## src/hdl/mxa_ram.sv

```systemverilog
module mxa_ram #(
  parameter int W  = 32,
  parameter int AW = 4
) (
  input  logic          clk,
  input  logic          we,
  input  logic [AW-1:0] waddr,
  input  logic [W-1:0]  wdata,
  input  logic [AW-1:0] raddr,
  output logic [W-1:0]  rdata
);

  logic [W-1:0] mem [2**AW];

  always_ff @(posedge clk) begin
    if (we) begin
      mem[waddr] <= wdata;
    end
    rdata <= mem[raddr];
  end

endmodule

```

## config.mk

```make
export PLATFORM = sky130hd
export DESIGN_NAME = mxa_ram
export DESIGN_NICKNAME = d
export VERILOG_FILES = /design/src/hdl/mxa_ram.sv
export SDC_FILE = /design/constraint.sdc
export NUM_CORES = 1
export LEC_CHECK = 0
export BUFFER_PORTS_ARGS = -buffer_cell sky130_fd_sc_hd__clkbuf_2
export CAP_MARGIN = 15
export CORE_ASPECT_RATIO = 0.5
export CORE_MARGIN = 1.5
export CORE_UTILIZATION = 36
export CTS_BUF_LIST = sky130_fd_sc_hd__clkbuf_4
export CTS_CLUSTER_SIZE = 8
export DETAILED_ROUTE_END_ITERATION = 7
export SYNTH_ARGS = -nofsm -noshare
export SYNTH_HDL_FRONTEND = slang
export SYNTH_SLANG_ARGS = --single-unit
```

## constraint.sdc

```tcl
create_clock -name clk -period 10.12 [get_ports clk]
set_clock_uncertainty 0.2 [all_clocks]
set_input_delay 0.506 -clock clk [delete_from_list [all_inputs] [get_ports clk]]
set_output_delay 0.506 -clock clk [all_outputs]
set_load 0.02 [all_outputs]
```

# [Word level (Yosys, flattened, before mapping)]
# Memories as Yosys holds them, arrays and structs flattened. A register that Yosys moved wholly into a read port is not among the register bits.
# Cells that the tools add are included.
[totals] in_bits=42 n_memories=1 word_cells=3 ff_bits=0 ramBits=512 out_inout_bits=32
[memory_table] name="mem" words=16 width=32 read_ports=1 rd_clocked_by_memory_dff=1 wr=1 line="13" text="logic [W-1:0] mem [2**AW];"
[classes] mux=2
[op_table] op="1-bit 2-to-1 mux" n=2

# [Depth between registers and ports, before layout]
[depth] ltp_word=2 ltp_mapped=5 mapped_depth_nobuf=3

# [Worst setup path after synthesis]
# Ideal clock, no wire load.
[synth_path] path_kind="input to register" start="input waddr[2]" end="memory mem[0][0] (enable)" stages=2 arrival_ns=3.224 required_ns=9.459 setup_slack_ns=6.234 setup_time_ns=0.461 path_cell_list="or3b_2 -> nor3_1"
[synth_rtl] item="from (decl)" line="7" text="input logic [AW-1:0] waddr,"
[synth_rtl] item="to (decl)" line="13"
# Straight into the memory's write port.

==> run_results.csv <==
group,metric,value,unit
route,met2_length,23340,um
critical_path,criticalPathCategory,"primary input to register",
sta,worst_pin_slew,1.128,ns
yosys,syn_nets,880,
floorplan,initial_core_util,0.3668,
yosys,ys_seq_area_frac,0.8067,
power,leakagePower,7.656,nW
clock_tree,clk_pin_slew,0.06,ns
placed_design,dp_cells,1636,
floorplan,core,0.05413,mm^2
route,ant_nets,0,
global_route,grt_usage,0.1584,
global_route,antenna_found_initial,1,
floorplan,rows,60,
yosys,yosysWarnings,0,
power,total_power,4.588,mW
route,met1Wirelength,17680,um
global_route,grt_pass1_wl,65100,um
critical_path,cp_max_fo,79,
route,top_layer,"met4",
critical_path,cp-start-kind,"primary input",
route,initialDrtViolationCount,840,
clock_tree,cts-root-buf,"clkbuf_4",
global_route,grt_max_degree,80,
final_layout,instances_no_fill,1905,
power,power_frac_seq,0.552,
final_layout,nets,1104,
placed_design,portBuffers,73,
global_route,grt.overflow.total,0,
route,vias_per_cell,5.016,
clock_tree,cts_tree,"done",
final_layout,area_growth,17.42,%
placed_design,gp_congestion,0.7127,
critical_path,worstSetupEndpointType,"register",
power,pwr_density_cell,196.8,mW/mm^2
outcome,status,"finished, final reports clean",
clock_tree,cts_max_level,4,
yosys,netlist_area,0.01985,mm^2
floorplan,die_x,335.1,um
sta,tns,0,ns
sta,timing.hold.ws,0.1887,ns
clock_tree,cts_max_path_buffers,3,
sta,relSlewSlack,0.2479,
min_path,hold_path_class,"primary input to register",
flow_run,maxCapViolCount,0,
critical_path,crit_arrival,3.15,ns
yosys,synth_cell_type_count,18,
sta,hold_violations,0,
clock_tree,cts_num_sinks,544,
power,clockPowerShare,0.395,
power,p_int,3.600,mW
power,power.net_switching,0.9884,mW
power,combPwrFrac,0.053,
power,peakVddDrop,0.00006937,V
yosys,netlist_instances,838,
yosys,ys_seq_elements,544,
global_route,grt_pass1_vias,10340,
sta,fin_crit,2.671,ns
clock_tree,insertion_delay,0.81,ns
yosys,postSynthAreaPerCell,23.69,um^2
sta,fin_crit_sh,0.2639,
critical_path,r2r_slack,8.63,ns
power,swShare,0.2154,
floorplan,die_h,169.1,um
route,met3_length,2137,um
route,routedWlPerCell,23.00,um
floorplan,io_pins,74,
clock_tree,numCtsBuffers,134,
route,firstDrtPassIters,5,
placed_design,dpl.hpwl,20940,um
final_layout,drive_gt1_frac,0.4017,
sta,setup_viol,0,
sta,rsz0062_at_grt,"false",
floorplan,dieArea,0.05665,mm^2
sta,max_freq,374.4,MHz
route,drc_errors,0,
clock_tree,cts_setup_buffers,0,
sta,slew_violations,0,
route,via_count,9556,
critical_path,worstPathRequired,10.60,ns
route,wl,43810,um
==> final timing paths <==
kind / startpoint / cells after the start / end
setup / recovery: raddr[0] / 5 / rdata[22]
hold / removal: waddr[0] / 3 / mem[8][11]
setup reg to reg: mem[1][19] / 3 / rdata[19]
hold reg to reg: mem[14][9] / 3 / rdata[9]
==> metal layers <==
layer  vias to the layer above  global-route usage
li1                       4134                   -
met1                      5069              0.1889
met2                       298              0.2844
met3                        55             0.03597
met4                         0             0.05331
met5                         -                   0
==> synth_stat cells <==
library cell / instances / area [um^2]
and2_1: 1 / 6.260
nand3b_1: 2 / 15.01
nand3_1: 1 / 5.000
nor2_1: 13 / 48.80
buf_1: 9 / 33.78
buf_2: 4 / 20.02
dfxtp_1: 32 / 640.6
a22oi_1: 64 / 480.5
nand2b_1: 2 / 12.51
clkbuf_1: 17 / 63.81
buf_6: 2 / 22.52
nor3_1: 4 / 20.02
or3b_2: 1 / 8.760
nand2_1: 33 / 123.9
nor2b_1: 2 / 12.51
mux4_2: 128 / 2883
buf_4: 11 / 82.58
edfxtp_1: 512 / 15370
==> flip-flops by register name, indices dropped and copies added (netlist names) <==
signal and flops:
mem 512, rdata 32
==> cell type report <==
class	instances	area, um^2
Sequential cell	544	16020
Antenna cell	1	2.502
Clock inverter	25	147.6
Timing Repair Buffer	131	897.1
Tap cell	744	930.9
Multi-Input combinational cell	251	3750
Fill cell	4607	30810
Clock buffer	209	1569
==> cells in the final DEF (no fill, tap or decap) <==
| cell | n |
|---|---|
| edfxtp_1 | 512 |
| mux4_2 | 128 |
| nand3b_1 | 2 |
| nor2b_4 | 2 |
| clkinv_1 | 14 |
| buf_4 | 25 |
| dlygate4sd3_1 | 34 |
| nor3_2 | 4 |
| nand2b_1 | 2 |
| nand3_1 | 1 |
| clkbuf_2 | 71 |
| diode_2 | 1 |
| nor2_4 | 13 |
| clkbuf_8 | 1 |
| inv_2 | 8 |
| clkbuf_4 | 209 |
| or3b_2 | 1 |
| nand2_1 | 33 |
| a22oi_1 | 64 |
| bufinv_16 | 2 |
| clkinv_2 | 1 |
| and2_2 | 1 |
| dfxtp_1 | 32 |
==> repair_timing <==
| action | 4_1_cts | 5_1_grt |
|---|---|---|
| endpoints found under the setup margin | 0 | 0 |
| hold buffers | 34 | 0 |
| resized for setup | 0 | 0 |
| hold endpoints to repair | 514 | 0 |
==> stage by stage <==
step                      instance area (um^2)  setup WS, ns  utilization
after floorplan                          19850         6.234            -
after global placement                   21250         6.550       0.3926
after detailed placement                 21250         6.505       0.3926
after CTS                                23310         7.391       0.4307
after global routing                     23310         7.192       0.4307
final                                    23310         7.449       0.4307
==> cells by family after synthesis <==
kind of cell / Yosys count / share of synthesized area
buffers and inverters: 43 / 0.01122
and+or+nand+nor: 59 / 0.01273
muxes: 128 / 0.1452
AOI/OAI and AO/OA: 64 / 0.02420
DFF: 544 / 0.8067
==> power groups by stage <==
stage | Clock, mW | Sequential [mW] | Combinational [mW]
finish | 1.81 | 2.53 | 0.241
global route | 1.98 | 2.54 | 0.259
CTS | 1.86 | 2.53 | 0.245
detailed placement | 0 | 2.58 | 0.234
global placement | 0 | 2.58 | 0.229
floorplan | 0 | 2.60 | 0.121
==> worst max-delay path: stages <==
cell and delay, ns:
clkbuf_8 0.73, buf_4 0.88, mux4_2 0.60, a22oi_1 0.22
nand2_1 0.09
Note: power is estimated with default switching activity, not from simulation.
