==> config.mk <==
export PLATFORM = sky130hd
export DESIGN_NAME = mxa_mac
export DESIGN_NICKNAME = d
export VERILOG_FILES = /design/src/hdl/mxa_pkg.sv /design/src/hdl/mxa_mac.sv
export SDC_FILE = /design/constraint.sdc
export NUM_CORES = 2
export LEC_CHECK = 0
export ABC_AREA = 1
export BUFFER_PORTS_ARGS = -buffer_cell sky130_fd_sc_hd__buf_2
export CAP_MARGIN = 10
export CORE_ASPECT_RATIO = 1.2
export CORE_UTILIZATION = 40
export CTS_CLUSTER_DIAMETER = 30
export DETAILED_ROUTE_END_ITERATION = 8
export PLACE_DENSITY = 0.64
export REMOVE_ABC_BUFFERS = 1
export SYNTH_ARGS = -nofsm -noshare
export SYNTH_HDL_FRONTEND = slang
export SYNTH_SLANG_ARGS = --single-unit
==> constraint.sdc <==
create_clock -name clk -period 19.6 [get_ports clk]
set_clock_uncertainty 0.15 [all_clocks]
set_input_delay 2.94 -clock clk [delete_from_list [all_inputs] [get_ports clk]]
set_output_delay 2.94 -clock clk [all_outputs]
set_load 0.1 [all_outputs]
==> src/hdl/mxa_pkg.sv <==
package mxa_pkg;

  localparam int DATA_W = 32;
  localparam int IDX_W  = 4;
  localparam int CNT_W  = 6;   // row, column and inner index of one multiply pass

  localparam logic [IDX_W-1:0] LAST_IDX = 4'd15;

  localparam logic [1:0] MODE_LOAD      = 2'd0;
  localparam logic [1:0] MODE_MUL       = 2'd1;
  localparam logic [1:0] MODE_TRANSPOSE = 2'd2;
  localparam logic [1:0] MODE_IDENTITY  = 2'd3;

  typedef enum logic [2:0] {
    ST_IDLE,
    ST_MUL,
    ST_FILL,
    ST_DRAIN,
    ST_EMIT
  } state_t;

  typedef struct packed {
    logic             en;
    logic [IDX_W-1:0] addr;
    logic [DATA_W-1:0] data;
  } mxa_wr_t;

  typedef struct packed {
    logic             v;
    logic             first;
    logic             last;
    logic [IDX_W-1:0] idx;
  } mxa_mac_ctl_t;

endpackage

==> src/hdl/mxa_mac.sv <==
module mxa_mac import mxa_pkg::*; #(
  parameter int FRAC_BITS = 16
) (
  input  logic               clk,
  input  logic               rst_n,
  input  mxa_mac_ctl_t       ctl,
  input  logic [DATA_W-1:0]  a_data,
  input  logic [DATA_W-1:0]  b_data,
  output mxa_wr_t            wr,
  output logic               busy
);

  localparam int PROD_W = 2 * DATA_W;
  localparam int ACC_W  = PROD_W - FRAC_BITS + 2;

  mxa_mac_ctl_t             ctl_d1_r;
  mxa_mac_ctl_t             ctl_d2_r;
  logic signed [PROD_W-1:0] prod_r;
  logic signed [ACC_W-1:0]  acc_r;

  logic signed [DATA_W-1:0] a_s;
  logic signed [DATA_W-1:0] b_s;
  logic signed [PROD_W-1:0] prod_shr;
  logic signed [ACC_W-1:0]  acc_base;
  logic signed [ACC_W-1:0]  acc_nxt;
  logic                     in_range;
  logic [DATA_W-1:0]        sat_val;

  assign a_s = signed'(a_data);
  assign b_s = signed'(b_data);

  // memory read data is registered; control goes through ctl_d1_r, ctl_d2_r to match
  always_ff @(posedge clk) begin
    if (!rst_n) begin
      ctl_d1_r <= '0;
      ctl_d2_r <= '0;
    end else begin
      ctl_d1_r <= ctl;
      ctl_d2_r <= ctl_d1_r;
    end
  end

  always_ff @(posedge clk) begin
    prod_r <= a_s * b_s;
    if (ctl_d2_r.v) begin
      acc_r <= acc_nxt;
    end
  end

  // floor shift of the full product, then accumulate at full width
  assign prod_shr = prod_r >>> FRAC_BITS;
  assign acc_base = ctl_d2_r.first ? '0 : acc_r;
  assign acc_nxt  = acc_base + ACC_W'(prod_shr);

  assign in_range = (&acc_nxt[ACC_W-1:DATA_W-1]) || !(|acc_nxt[ACC_W-1:DATA_W-1]);

  always_comb begin
    if (in_range) begin
      sat_val = acc_nxt[DATA_W-1:0];
    end else if (acc_nxt[ACC_W-1]) begin
      sat_val = {1'b1, {(DATA_W-1){1'b0}}};
    end else begin
      sat_val = {1'b0, {(DATA_W-1){1'b1}}};
    end
  end

  assign wr.en   = ctl_d2_r.v && ctl_d2_r.last;
  assign wr.addr = ctl_d2_r.idx;
  assign wr.data = sat_val;
  assign busy    = ctl_d1_r.v || ctl_d2_r.v;

endmodule

---- Word-level counts from Yosys, hierarchy flattened ----
Cells that the tools add are included.
storage, ports and cells
  bits of input ports ..................... 73
  register bits ........................... 128
cells by class
  multiply operators ...................... 1
  reduce and logical (&&, ||, !) cells .... 6
  add/sub/neg operators ................... 1
  multiplexer cells ....................... 3
operator list
  cell                                            number
  32-bit by 32-bit multiplier with 64-bit output  1
  32-bit 2-to-1 mux                               2
  50-bit by 48-bit adder with 50-bit output       1
  50-bit 2-to-1 mux                               1
  19-bit AND reduction                            1
  19-bit OR reduction                             1
  1-bit logical OR                                2
  1-bit logical AND                               1
  1-bit zero test                                 1

---- Depth between registers and ports, before layout ----
  depth in word-level cells ............... 6
  gate-level depth with buffers ........... 31

---- Worst setup path after synthesis ----
Ideal clock, no wire load.
  path kind ............................... input to register
  start point ............................. input port a_data[31]
  end point ............................... register prod_r[57]
  setup time .............................. 0.072 ns
  stages .................................. 23
  slack ................................... 9.644 ns
  arrival time ............................ 9.734 ns
  buffers on the path ..................... 1
  cells stage by stage .................... clkbuf_1 nand2_1 inv_1 fa_1 fa_1 fa_1 inv_1 fa_1 inv_1 fa_1 fa_1 inv_1 fa_1 inv_1 fa_1 ha_1 nand2_1 nor2_1 inv_1 nor4_1 a221oi_1 nand2_1 xor2_1
on the way
  word-level cells in the longest chain between the ends .. 1
ends and longest elaborated chain
  element                                         RTL line       text
  start: declaration                              mxa_mac.sv:7   input logic [DATA_W-1:0] a_data,
  32-bit by 32-bit multiplier with 64-bit output  mxa_mac.sv:44  prod_r <= a_s * b_s;
  end signal: assignment                          mxa_mac.sv:44
  end: declaration                                mxa_mac.sv:18  logic signed [PROD_W-1:0] prod_r;
No other way between the ends.
A chain may end at the register's enable or synchronous reset.

---- Worst setup path after layout ----
  start point ............................. input port b_data[2]
  end point ............................... register prod_r[55]
on the way
  word-level cells in the longest chain between the ends .. 1
ends and longest elaborated chain
  element                                         RTL line       text
  start: declaration                              mxa_mac.sv:8   input logic [DATA_W-1:0] b_data,
  32-bit by 32-bit multiplier with 64-bit output  mxa_mac.sv:44
No other way between the ends.

==> flow_summary.yaml <==
timing:
  period_needed_ps: 10760
  worstMarginPinSlew_ps: 934
  report.final.setup_viol: 0
  final_max_slew_viol_count: 0
  timing.fmax_ghz: 0.0929
  fraction_of_the_cycle_the_final_worst_path_needs_pct: 54.9
  rsz0062_at_grt: "no"
  finalSetupTns_ps: 0
  final_hold_viol_count: 0
  slew_headroom_pct: 37.7
hold_path:
  hold_path_end: "ctl_d2_r[6]"
  hold_path.startpoint: "ctl_d1_r[6]"
  worstHoldPathCells: 2
  hold_path_class: "reg2reg"
final_layout:
  layout.filler_cells: 11600
  mostFrequentLayoutCell: "inv_1"
  ff_latch_area_um2: 2750
  drive_gt1_share_pct: 3.35
  multi_input_comb_area_um2: 34900
  layout.cells.most_common_list: "inv_1 (1,869), nand2_1 (1,672), fa_1 (1,082)"
  insertedDiodeCount: 0
  synthesis_to_finish_area_growth_pct: 4.65
  final_net_count: 7287
global_route:
  overflow: 0
  grtUsageTotal_pct: 24.1
  grt.met3_usage_pct: 1.85
  met1_usage_pct: 29.4
  pin_count_of_the_biggest_net_entering_global_routing: 53
  gr-usage-met2_pct: 44.3
  first_global_vias: 39400
  wire_length_of_the_first_global_routing_pass_um: 215000
  antenna_found_initial: 0
  globalRoute.busiestLayer: "met2"
clocking:
  post_cts.repair.setup_buffers: 0
  cts_tree: "done"
  clock_tree.root_cell: "clkbuf_16"
  clock_path_buffers: 2
  cts.hold.buffers_added: 0
  tritoncts.num_buffers: 9
  cts_htree_levels: 3
  number_of_gates_given_a_new_drive_strength_after_cts: 0
  clkLatencyLatePin_ps: 390
  cts_num_sinks: 112
  clk_pin_slew_ps: 80
critical_path:
  cp_data_arrival_time_ps: 10930
  critical_path.startpoint_type: "input port"
  r2r-end: "acc_r[29]"
  ff2ff_setup_slack_ps: 15310
  cp_data_required_time_ps: 19770
  crit_fanout: 32
  worst-r2r-cell-count: 11
  timing_worst_setup_path_type: "in2reg"
  timing.critical_path.to_type: "flop"
  worst_r2r_startpoint: "ctl_d2_r[5]"
synthesis:
  yosysWarnings: 0
  synth_top_area_cell: "fa_1"
  netlist_instances: 5965
  synth_edf_count: 50
  netlist_area_um2: 45600
  async_flop_share_pct: 0
  synthesis_stage_register_bit_count: 112
  yosys-top-cells-area: "fa_1 (48%), inv_1 (15%), nand2_1 (14%), ha_1 (6.3%), edfxtp_1 (3.3%)"
  synth.lib_cells_used.distinct: 42
  synth_top_cell_area_share_pct: 47.5
  yosysSeqAreaShare_pct: 6.01
  synth.avg_cell_area_um2: 7.64
  ys.flop_type: "dfxtp_1"
detailed_routing:
  detailedRoute.firstIterationViolations: 2187
  drc: 0
  vias_after_detailed_routing: 35600
  drt_pass1_iterations: 6
  antenna_violating_nets_post_route: 0
  dr_vias_cell: 4.81
  detail_route.wirelength_um: 132000
  routed_wire_length_per_instance_um: 17.8
placement:
  dp_hpwl_um: 112000
  placement.io_buffers: 110
  gp_routability_congestion: 0.985
floorplan:
  initial_core_util_pct: 40.4
  die_h_um: 372
  dieArea_um2: 115000
  num_io_pins: 111
  row_count: 135
  die_width_um: 310
  floorplan.core_area_um2: 113000
flow_run:
  max-cap-violations: 0
outcome:
  status: "finished clean"
[cell families after synthesis]
group / count (synthesis) / synth area share [%]
AOI/OAI and AO/OA: 247 / 2.98
xor gates and xnor gates: 90 / 1.73
buffers and inverters: 2091 / 17.3
adders and majority gates: 1311 / 53.8
and+or+nand+nor: 2114 / 18.1
DFF: 112 / 6.01
[how the worst max path moves through the flow]
stage	start	to	slack [ps]	depth (start not counted)
2_1_floorplan	b_data[2]	prod_r[57]	9870	22
4_1_cts	a_data[31]	prod_r[55]	8840	24
3_5_place_dp	a_data[31]	prod_r[55]	8440	24
6_report	b_data[2]	prod_r[55]	8840	24
3_3_place_gp	a_data[31]	prod_r[55]	8400	24
5_1_grt	a_data[31]	prod_r[55]	8350	25
[registers in the layout, indices dropped and copies added, names as in the netlist]
name      flops
acc_r        50
wr            4
ctl_d1_r      7
prod_r       48
ctl_d2_r      3
[cell usage after synthesis (31+ instances only)]
master,n
nand2_1,1672
clkbuf_1,198
nand4_1,40
a21oi_1,135
xor2_1,59
edfxtp_1,50
fa_1,1082
ha_1,229
o21ai_0,55
dfxtp_1,62
xnor2_1,31
nor2_1,274
inv_1,1869
nand3_1,64
[metrics by stage]
step                      worst slack (ps)  utilization [%]  instance area [µm²]  hold slack, ps  std cells
final                                 8840             42.2                47700             262       7415
after global routing                  8350             42.2                47700             278       7415
after CTS                             8840             42.2                47700             265       7415
after detailed placement              8440             41.9                47400             246       7399
after global placement                8400             41.9                47400             244       7399
after floorplan                       9870                -                44800             240       5757
[layout make-up]
type	count	area share, %
multi-input combinational	3762	73.2
inverter	1883	14.8
sequential	112	5.75
tap	1507	3.95
timing repair buffer	135	1.55
clock buffer	10	0.501
clock inverter	6	0.199
[routing by layer]
| metal | share of wire [%] | vias up | wire, µm |
|---|---|---|---|
| met4 | 3.7 | 0 | 4860 |
| met1 | 40 | 17900 | 53400 |
| met3 | 4.1 | 252 | 5420 |
| met2 | 52 | 989 | 68200 |
| li1 | - | 16500 | - |
| met5 | 0 | - | 0 |
[worst max-delay path, cell delays in order]
cell and delay (ps):
buf_2 550, nand2_1 190, inv_1 170, fa_1 460, fa_1 500, fa_1 500, buf_4 220, inv_1 90
fa_1 830, inv_1 360, fa_1 570, inv_1 50, fa_1 550, fa_1 430, fa_1 510, inv_1 40
ha_1 380, nand2_1 190, nor2_1 280, nand2_1 160, nor2_1 270, nand4_1 250, o2111ai_1 230, xor2_1 170
Power is not shown: default switching activity piles up to over one toggle a cycle in this logic, so the estimate is an artifact.
