$ cat src/hdl/mxa_pkg.sv
package mxa_pkg;

  localparam int DATA_W = 32;
  localparam int IDX_W  = 4;
  localparam int CNT_W  = 6;   // row, column and inner index of one multiply pass

  localparam logic [IDX_W-1:0] LAST_IDX = 4'd15;

  localparam logic [1:0] MODE_LOAD      = 2'd0;
  localparam logic [1:0] MODE_MUL       = 2'd1;
  localparam logic [1:0] MODE_TRANSPOSE = 2'd2;
  localparam logic [1:0] MODE_IDENTITY  = 2'd3;

  typedef enum logic [2:0] {
    ST_IDLE,
    ST_MUL,
    ST_FILL,
    ST_DRAIN,
    ST_EMIT
  } state_t;

  typedef struct packed {
    logic             en;
    logic [IDX_W-1:0] addr;
    logic [DATA_W-1:0] data;
  } mxa_wr_t;

  typedef struct packed {
    logic             v;
    logic             first;
    logic             last;
    logic [IDX_W-1:0] idx;
  } mxa_mac_ctl_t;

endpackage

$ cat src/hdl/mxa_seq.sv
module mxa_seq import mxa_pkg::*; #(
  parameter int FRAC_BITS = 16
) (
  input  logic                     clk,
  input  logic                     rst_n,
  input  logic                     start,
  output logic                     busy,
  input  logic [1:0]               in_mode,
  input  logic signed [DATA_W-1:0] in_element,
  input  logic [DATA_W-1:0]        cur_rdata,
  input  logic [DATA_W-1:0]        pbuf_rdata,
  input  mxa_wr_t                  mac_wr,
  input  logic                     mac_busy,
  output mxa_wr_t                  cur_wr,
  output mxa_wr_t                  op_wr,
  output mxa_wr_t                  pbuf_wr,
  output logic [IDX_W-1:0]         cur_raddr,
  output logic [IDX_W-1:0]         op_raddr,
  output logic [IDX_W-1:0]         pbuf_raddr,
  output mxa_mac_ctl_t             mac_ctl,
  output logic                     out_valid,
  output logic signed [DATA_W-1:0] out_value,
  output logic [IDX_W-1:0]         out_position,
  output logic                     out_final_res
);

  localparam logic [DATA_W-1:0] ONE = DATA_W'(1) << FRAC_BITS;

  state_t           state_r, state_nxt;
  logic [CNT_W-1:0] cnt_r, cnt_nxt;
  logic [IDX_W-1:0] elem_cnt_r, elem_cnt_nxt;
  logic [1:0]       grp_mode_r, grp_mode_nxt;
  logic             fill_v_r, fill_v_nxt;
  logic             emit_v_r, emit_v_nxt;
  logic             fill_id_r, fill_id_nxt;
  logic [IDX_W-1:0] fill_idx_r, fill_idx_nxt;
  logic [IDX_W-1:0] emit_idx_r, emit_idx_nxt;

  logic             accept;
  logic [IDX_W-1:0] ld_idx;
  logic [DATA_W-1:0] ident_val;

  always_ff @(posedge clk) begin
    if (!rst_n) begin
      state_r    <= ST_IDLE;
      cnt_r      <= '0;
      elem_cnt_r <= '0;
      grp_mode_r <= MODE_LOAD;
      fill_v_r   <= 1'b0;
      emit_v_r   <= 1'b0;
    end else begin
      state_r    <= state_nxt;
      cnt_r      <= cnt_nxt;
      elem_cnt_r <= elem_cnt_nxt;
      grp_mode_r <= grp_mode_nxt;
      fill_v_r   <= fill_v_nxt;
      emit_v_r   <= emit_v_nxt;
    end
  end

  always_ff @(posedge clk) begin
    fill_id_r  <= fill_id_nxt;
    fill_idx_r <= fill_idx_nxt;
    emit_idx_r <= emit_idx_nxt;
  end

  assign busy   = (state_r != ST_IDLE) || emit_v_r;
  assign accept = start && !busy;
  // a mode change inside a group restarts the element count
  assign ld_idx = (in_mode != grp_mode_r) ? '0 : elem_cnt_r;
  assign ident_val = (fill_idx_r[3:2] == fill_idx_r[1:0]) ? ONE : '0;

  always_comb begin
    state_nxt    = state_r;
    cnt_nxt      = cnt_r;
    elem_cnt_nxt = elem_cnt_r;
    grp_mode_nxt = grp_mode_r;
    fill_v_nxt   = 1'b0;
    emit_v_nxt   = 1'b0;
    fill_id_nxt  = fill_id_r;
    fill_idx_nxt = fill_idx_r;
    emit_idx_nxt = emit_idx_r;
    cur_wr       = '0;
    op_wr        = '0;
    cur_raddr    = '0;
    op_raddr     = '0;
    pbuf_raddr   = '0;
    mac_ctl      = '0;

    case (state_r)
      ST_IDLE: begin
        if (accept) begin
          case (in_mode)
            MODE_LOAD: begin
              grp_mode_nxt = in_mode;
              cur_wr       = '{en: 1'b1, addr: ld_idx, data: in_element};
              elem_cnt_nxt = ld_idx + 4'd1;
            end
            MODE_MUL: begin
              grp_mode_nxt = in_mode;
              op_wr        = '{en: 1'b1, addr: ld_idx, data: in_element};
              if (ld_idx == LAST_IDX) begin
                elem_cnt_nxt = '0;
                state_nxt    = ST_MUL;
                cnt_nxt      = '0;
              end else begin
                elem_cnt_nxt = ld_idx + 4'd1;
              end
            end
            MODE_TRANSPOSE, MODE_IDENTITY: begin
              grp_mode_nxt = in_mode;
              elem_cnt_nxt = '0;
              state_nxt    = ST_FILL;
              cnt_nxt      = '0;
              fill_id_nxt  = (in_mode == MODE_IDENTITY);
            end
            default: begin
            end
          endcase
        end
      end
      ST_MUL: begin
        // cnt = {row, col, k}
        cur_raddr     = {cnt_r[5:4], cnt_r[1:0]};
        op_raddr      = {cnt_r[1:0], cnt_r[3:2]};
        mac_ctl.v     = 1'b1;
        mac_ctl.first = (cnt_r[1:0] == 2'd0);
        mac_ctl.last  = &cnt_r[1:0];
        mac_ctl.idx   = cnt_r[5:2];
        cnt_nxt       = cnt_r + 6'd1;
        if (&cnt_r) begin
          state_nxt = ST_DRAIN;
        end
      end
      ST_FILL: begin
        cur_raddr    = {cnt_r[1:0], cnt_r[3:2]};
        fill_v_nxt   = 1'b1;
        fill_idx_nxt = cnt_r[IDX_W-1:0];
        cnt_nxt      = cnt_r + 6'd1;
        if (cnt_r[IDX_W-1:0] == LAST_IDX) begin
          state_nxt = ST_DRAIN;
        end
      end
      ST_DRAIN: begin
        if (!mac_busy && !fill_v_r) begin
          state_nxt = ST_EMIT;
          cnt_nxt   = '0;
        end
      end
      ST_EMIT: begin
        pbuf_raddr   = cnt_r[IDX_W-1:0];
        emit_v_nxt   = 1'b1;
        emit_idx_nxt = cnt_r[IDX_W-1:0];
        cnt_nxt      = cnt_r + 6'd1;
        if (cnt_r[IDX_W-1:0] == LAST_IDX) begin
          state_nxt = ST_IDLE;
        end
      end
      default: begin
        state_nxt = ST_IDLE;
      end
    endcase

    // copy-back into the current matrix runs alongside emission
    if (emit_v_r) begin
      cur_wr = '{en: 1'b1, addr: emit_idx_r, data: pbuf_rdata};
    end
  end

  always_comb begin
    if (fill_v_r) begin
      pbuf_wr = '{en: 1'b1, addr: fill_idx_r, data: (fill_id_r ? ident_val : cur_rdata)};
    end else begin
      pbuf_wr = mac_wr;
    end
  end

  assign out_valid     = emit_v_r;
  assign out_value     = signed'(pbuf_rdata);
  assign out_position  = emit_idx_r;
  assign out_final_res = emit_v_r && (emit_idx_r == LAST_IDX);

endmodule

$ cat config.mk
export PLATFORM = sky130hd
export DESIGN_NAME = mxa_seq
export DESIGN_NICKNAME = d
export VERILOG_FILES = /design/src/hdl/mxa_pkg.sv /design/src/hdl/mxa_seq.sv
export SDC_FILE = /design/constraint.sdc
export NUM_CORES = 1
export LEC_CHECK = 0
export ABC_AREA = 1
export BUFFER_PORTS_ARGS = -buffer_cell sky130_fd_sc_hd__buf_2
export CELL_PAD_IN_SITES_DETAIL_PLACEMENT = 1
export CELL_PAD_IN_SITES_GLOBAL_PLACEMENT = 1
export CORE_AREA = 5 5 131 133
export CTS_CLUSTER_SIZE = 14
export DETAILED_ROUTE_END_ITERATION = 10
export DIE_AREA = 0 0 136 138
export GPL_ROUTABILITY_DRIVEN = 0
export PLACE_DENSITY_LB_ADDON = 0.08
export SETUP_SLACK_MARGIN = 0.15
export SKIP_CTS_REPAIR_TIMING = 1
export SYNTH_ARGS = -nofsm -noshare
export SYNTH_HDL_FRONTEND = slang
export SYNTH_SLANG_ARGS = --single-unit
export TNS_END_PERCENT = 5
$ cat constraint.sdc
create_clock -name clk -period 1.7 [get_ports clk]
set_input_delay 0.085 -clock clk [delete_from_list [all_inputs] [get_ports clk]]
set_output_delay 0.085 -clock clk [all_outputs]
set_load 0.02 [all_outputs]
# == Word level (Yosys, flattened, before mapping) ==
# Cells that the tools add are included.
# op_classes
addsub,2
eq_ne,19
n_mux,33
n_reduce_logical,21
# ops
cell,n
$mux 37,8
$mux 32,1
$mux 3,6
$mux 6,3
$pmux 6 s3,1
$mux 17,1
$mux 4,4
$pmux 3 s5,1
$eq 4x4->1 const B,3
$pmux 4 s3,1
$pmux 6 s2,1
$ne 2x2->1 const B,5
$pmux 4 s2,1
$mux 7,1
$reduce_and 7->1,1
$add 6x1->6 const B,1
$eq 3x2->1 const B,2
$pmux 3 s2,1
$reduce_and 6->1,1
$reduce_bool 3->1,2
$reduce_and 5->1,1
$add 4x1->4 const B,1
$eq 2x2->1 const B,2
$logic_not 2->1,2
other kinds (18),24
# totals
reg_bits,26
input_bits,139
output_inout_bits,169
wordCells,84

# == Depth between registers and ports, before layout ==
# logic_depth
word_depth,7
ltp_mapped,16
depth_no_buf,15

# == Least setup slack after synthesis ==
# No wires, ideal clock.
# synth_timing
path_type,register to register
start,register grp_mode_r[0]
end,register cnt_r[2]
setup_time_ns,0.132
t_arrival_ns,1.682
required_ns,1.568
path_slack_ns,-0.115
stages_incl_launch_ff,15
n_path_buf,0
synth_period_minus_slack_ns,1.815
path_cell_list,dfxtp_1 > inv_1 > nand2_1 > nand2_1 > nor2_4 > nand2_1 > inv_1 > ha_1 > nand2_1 > inv_1 > nand4_1 > nand2_1 > nand3_1 > nand2_1 > a21oi_1
# synth_via
elab_chain_len,5
# synth_rtl
element,line,rtl
"start, declared",mxa_seq.sv:32,"logic [1:0] grp_mode_r, grp_mode_nxt;"
"start signal, assigned",mxa_seq.sv:55,grp_mode_r <= grp_mode_nxt;
$ne 2x2->1,mxa_seq.sv:70,assign ld_idx = (in_mode != grp_mode_r) ? '0 : elem_cnt_r;
$mux 4,mxa_seq.sv:70,
$eq 4x4->1,mxa_seq.sv:102,if (ld_idx == LAST_IDX) begin
$ne 3x3->1 (no source line),-,
$reduce_and 5->1 (no source line),-,
"end signal, assigned",mxa_seq.sv:53,cnt_r <= cnt_nxt;
"end, declared",mxa_seq.sv:30,"logic [CNT_W-1:0] cnt_r, cnt_nxt;"
# Every way passes these cells.
# A chain may end at the register's enable or synchronous reset.

==> flow_metrics.tcl <==
set metrics [dict create \
    slowest_delay_ps 320 \
    worst_pin_slew_ps 712.4 \
    die_w_um 136 \
    synth_nets 649 \
    synthXorXnorAreaFrac 0.01130 \
    hpwl_um 13890 \
    slew_viol_final 0 \
    layout_commonest_cell "buf_2" \
    final.fill_count 2117 \
    clk_pin_slew_ps 70 \
    cap_viol_max_count 0 \
    synth_adder_area_share 0.01211 \
    grt_overflow_total 0 \
    cts_tree "yes" \
    start_util 0.1973 \
    drcViolationCount 0 \
    io_buffers 307 \
    synthMuxAreaShare 0 \
    r2r-end "cnt_r[1]" \
    antenna_found_initial 0 \
    grt_max_degree 46 \
    critPathArrivalTime_ps 1720 \
    worstSetupStartpointType "flip-flop" \
    rows 46 \
    relSlewSlack 0.5201 \
    via_count 4285 \
    grt_pass1_vias 4270 \
    final_antenna_net_count 0 \
    synth_ff_type "dfxtp_1" \
    r2r_slack_ps -80 \
    fin_skew_ps 1.156 \
    setup_viol 98 \
    yosys_warnings 0 \
    ios 308 \
    power_density_mw_per_mm2 822.3 \
    fin_crit_sh 1.062 \
    async_flop_share 0 \
    synth_top_family_by_area "simple AND/OR/NAND/NOR gates" \
    synth-edff-count 9 \
    multi_input_area_mm2 0.001805 \
    path_buf_inv 3 \
    regArea_um2 613.1 \
    first_iter_violations 124 \
    synthesis.area_mm2 0.003100 \
    area_growth_pct 61.62 \
    wl_um 16400 \
    synth_compound_area_frac 0.1957 \
    die_area_mm2 0.01877 \
    slowest_stage "dfxtp_1" \
    numCtsBuffers 3 \
    cp.required_ps 1620 \
    syn_avg_cell_area_um2 6.115 \
    status "finished, violations left" \
    crit_end "cur_wr[23]" \
    hold_violations 0 \
    ctsHtreeMaxLevel 1 \
    critPathCaptureType "output pin" \
    cts_root_buf "clkbuf_16" \
    vias_per_cell 4.255 \
    core_mm2 0.01571 \
    wl_per_cell_um 16.29 \
    first_pass_iters 4 \
    seq_area_frac_synth 0.1969 \
    final_cell_area_mm2 0.005011 \
    ir_drop_v 0.0005826 \
    worstSkewPairLatency_ps 260 \
    power_w 0.004120 \
    cts.sinks 26 \
    holdCritPathClass "in -> reg" \
    worstSetupPathType "reg -> out" \
    crit_family "buffers and inverters" \
    path_max_fanout 45 \
    max_freq_ghz 0.5537 \
    rsz0062_at_grt "yes" \
    cp_num_cells 7 \
    die_h_um 138 \
    hold_path_startpoint "rst_n" \
    dpl_cell_area_mm2 0.004813 \
    grt_pass1_wl_um 24020 \
    worstReg2RegStart "grp_mode_r[1]" \
    clk_path_buf_depth 2 \
    dp_slack_ps -101.7 \
    grt_use_total 0.1583 \
    rr_worst_depth 14 \
    drive_gt1_frac 0.5221 \
    power.static_leakage_nw 2.940 \
    diodes 0 \
    synth_simple_gate_area_share 0.3378 \
    synth_seq_cells 26 \
    nets 934 \
    final_cell_mix "buf_2 (300), nand2_1 (116), inv_1 (95), o21ai_0 (37), buf_4 (35)" \
    setup.worst_path.start "state_r[1]" \
    ys_types 36 \
    worstPathCellList "nor2_2 -> nand2_2 -> inv_4 -> nand3_4 -> buf_12 -> o31ai_1 -> buf_2" \
    violations "negative setup slack" \
    setup_ws_ps -106.1 \
    fin_crit_ps 1806 \
    syn-instance-count 507 \
]
-- registers in the layout, summed over array words and instances (netlist names) --
signal and count:
cnt_r 6, elem_cnt_r 4, fill_idx_r 4, out_position 4, state_r 3, grp_mode_r 2
fill_id_r 1, fill_v_r 1, out_valid 1
-- cells in the mapped netlist, types with 5 or more instances --
cell | n | area (um2)
o21ai_0 | 37 | 185.2
nand4_1 | 9 | 56.30
inv_1 | 99 | 371.6
nor2_2 | 22 | 137.6
edfxtp_1 | 9 | 270.3
a21oi_1 | 14 | 70.07
nand3_1 | 9 | 45.04
nor2_1 | 28 | 105.1
o31ai_1 | 34 | 255.2
clkbuf_1 | 16 | 60.06
nand2_1 | 127 | 476.7
dfxtp_1 | 17 | 340.3
o22ai_1 | 5 | 31.28
nor2_4 | 11 | 123.9
buf_4 | 35 | 262.8
-- per-stage QoR --
step	instances	setup TNS [ps]	hold slack (ps)	util
3_3_place_gp	1001	-154.7	336.2	0.3063
5_1_grt	1007	-19730	76.75	0.3189
3_5_place_dp	1001	-682.7	347.0	0.3063
4_1_cts	1005	-16000	67.28	0.3130
6_report	1007	-5395	66.40	0.3189
2_1_floorplan	507	0	206.4	-
-- cell type report --
class / instances / share of cell area
Clock buffer: 3 / 0.01498
Inverter: 103 / 0.08090
Timing Repair Buffer: 338 / 0.3615
Sequential cell: 26 / 0.1223
Tap cell: 216 / 0.05393
Multi-Input combinational cell: 320 / 0.3603
Clock inverter: 1 / 0.005993
-- report_power, final --
group	switching (W)	total [W]	leakage (nW)	internal, W
combinational	0.00172	0.00264	2.67	0.000912
sequential	0.0000504	0.000792	0.223	0.000742
clock	0.000224	0.000693	0.0511	0.000469
total	0.00200	0.00412	2.94	0.00212
-- worst min-delay path by stage --
stage / endpoint / slack, ps / depth (start not counted)
2_1_floorplan: state_r[0] / 210 / 2
3_3_place_gp: state_r[0] / 340 / 3
3_5_place_dp: state_r[0] / 350 / 3
4_1_cts: state_r[0] / 70 / 3
5_1_grt: state_r[0] / 80 / 3
6_report: state_r[0] / 70 / 3
-- kinds of logic (layout without fill, tap and decap cells) --
logic type                 after synthesis  after routing
and+or+nand+nor                        216            216
buffers and inverters                  161            445
AOI/OAI and AO/OA                       97             97
DFF                                     26             26
xor gates and xnor gates                 4              4
adders and majority gates                3              3
-- worst min-delay path: stages --
cell and delay (ps):
buf_2 110, nand2_1 60, nor2_1 40
-- routing by layer --
metal	up-vias	wire length (um)	GRT usage
met5	-	0	0
met1	2018	6108	0.1723
li1	2121	-	-
met2	138	8981	0.3179
met3	8	1174	0.02794
met4	0	134	0.02228
Power figures use the tool's default switching activity.
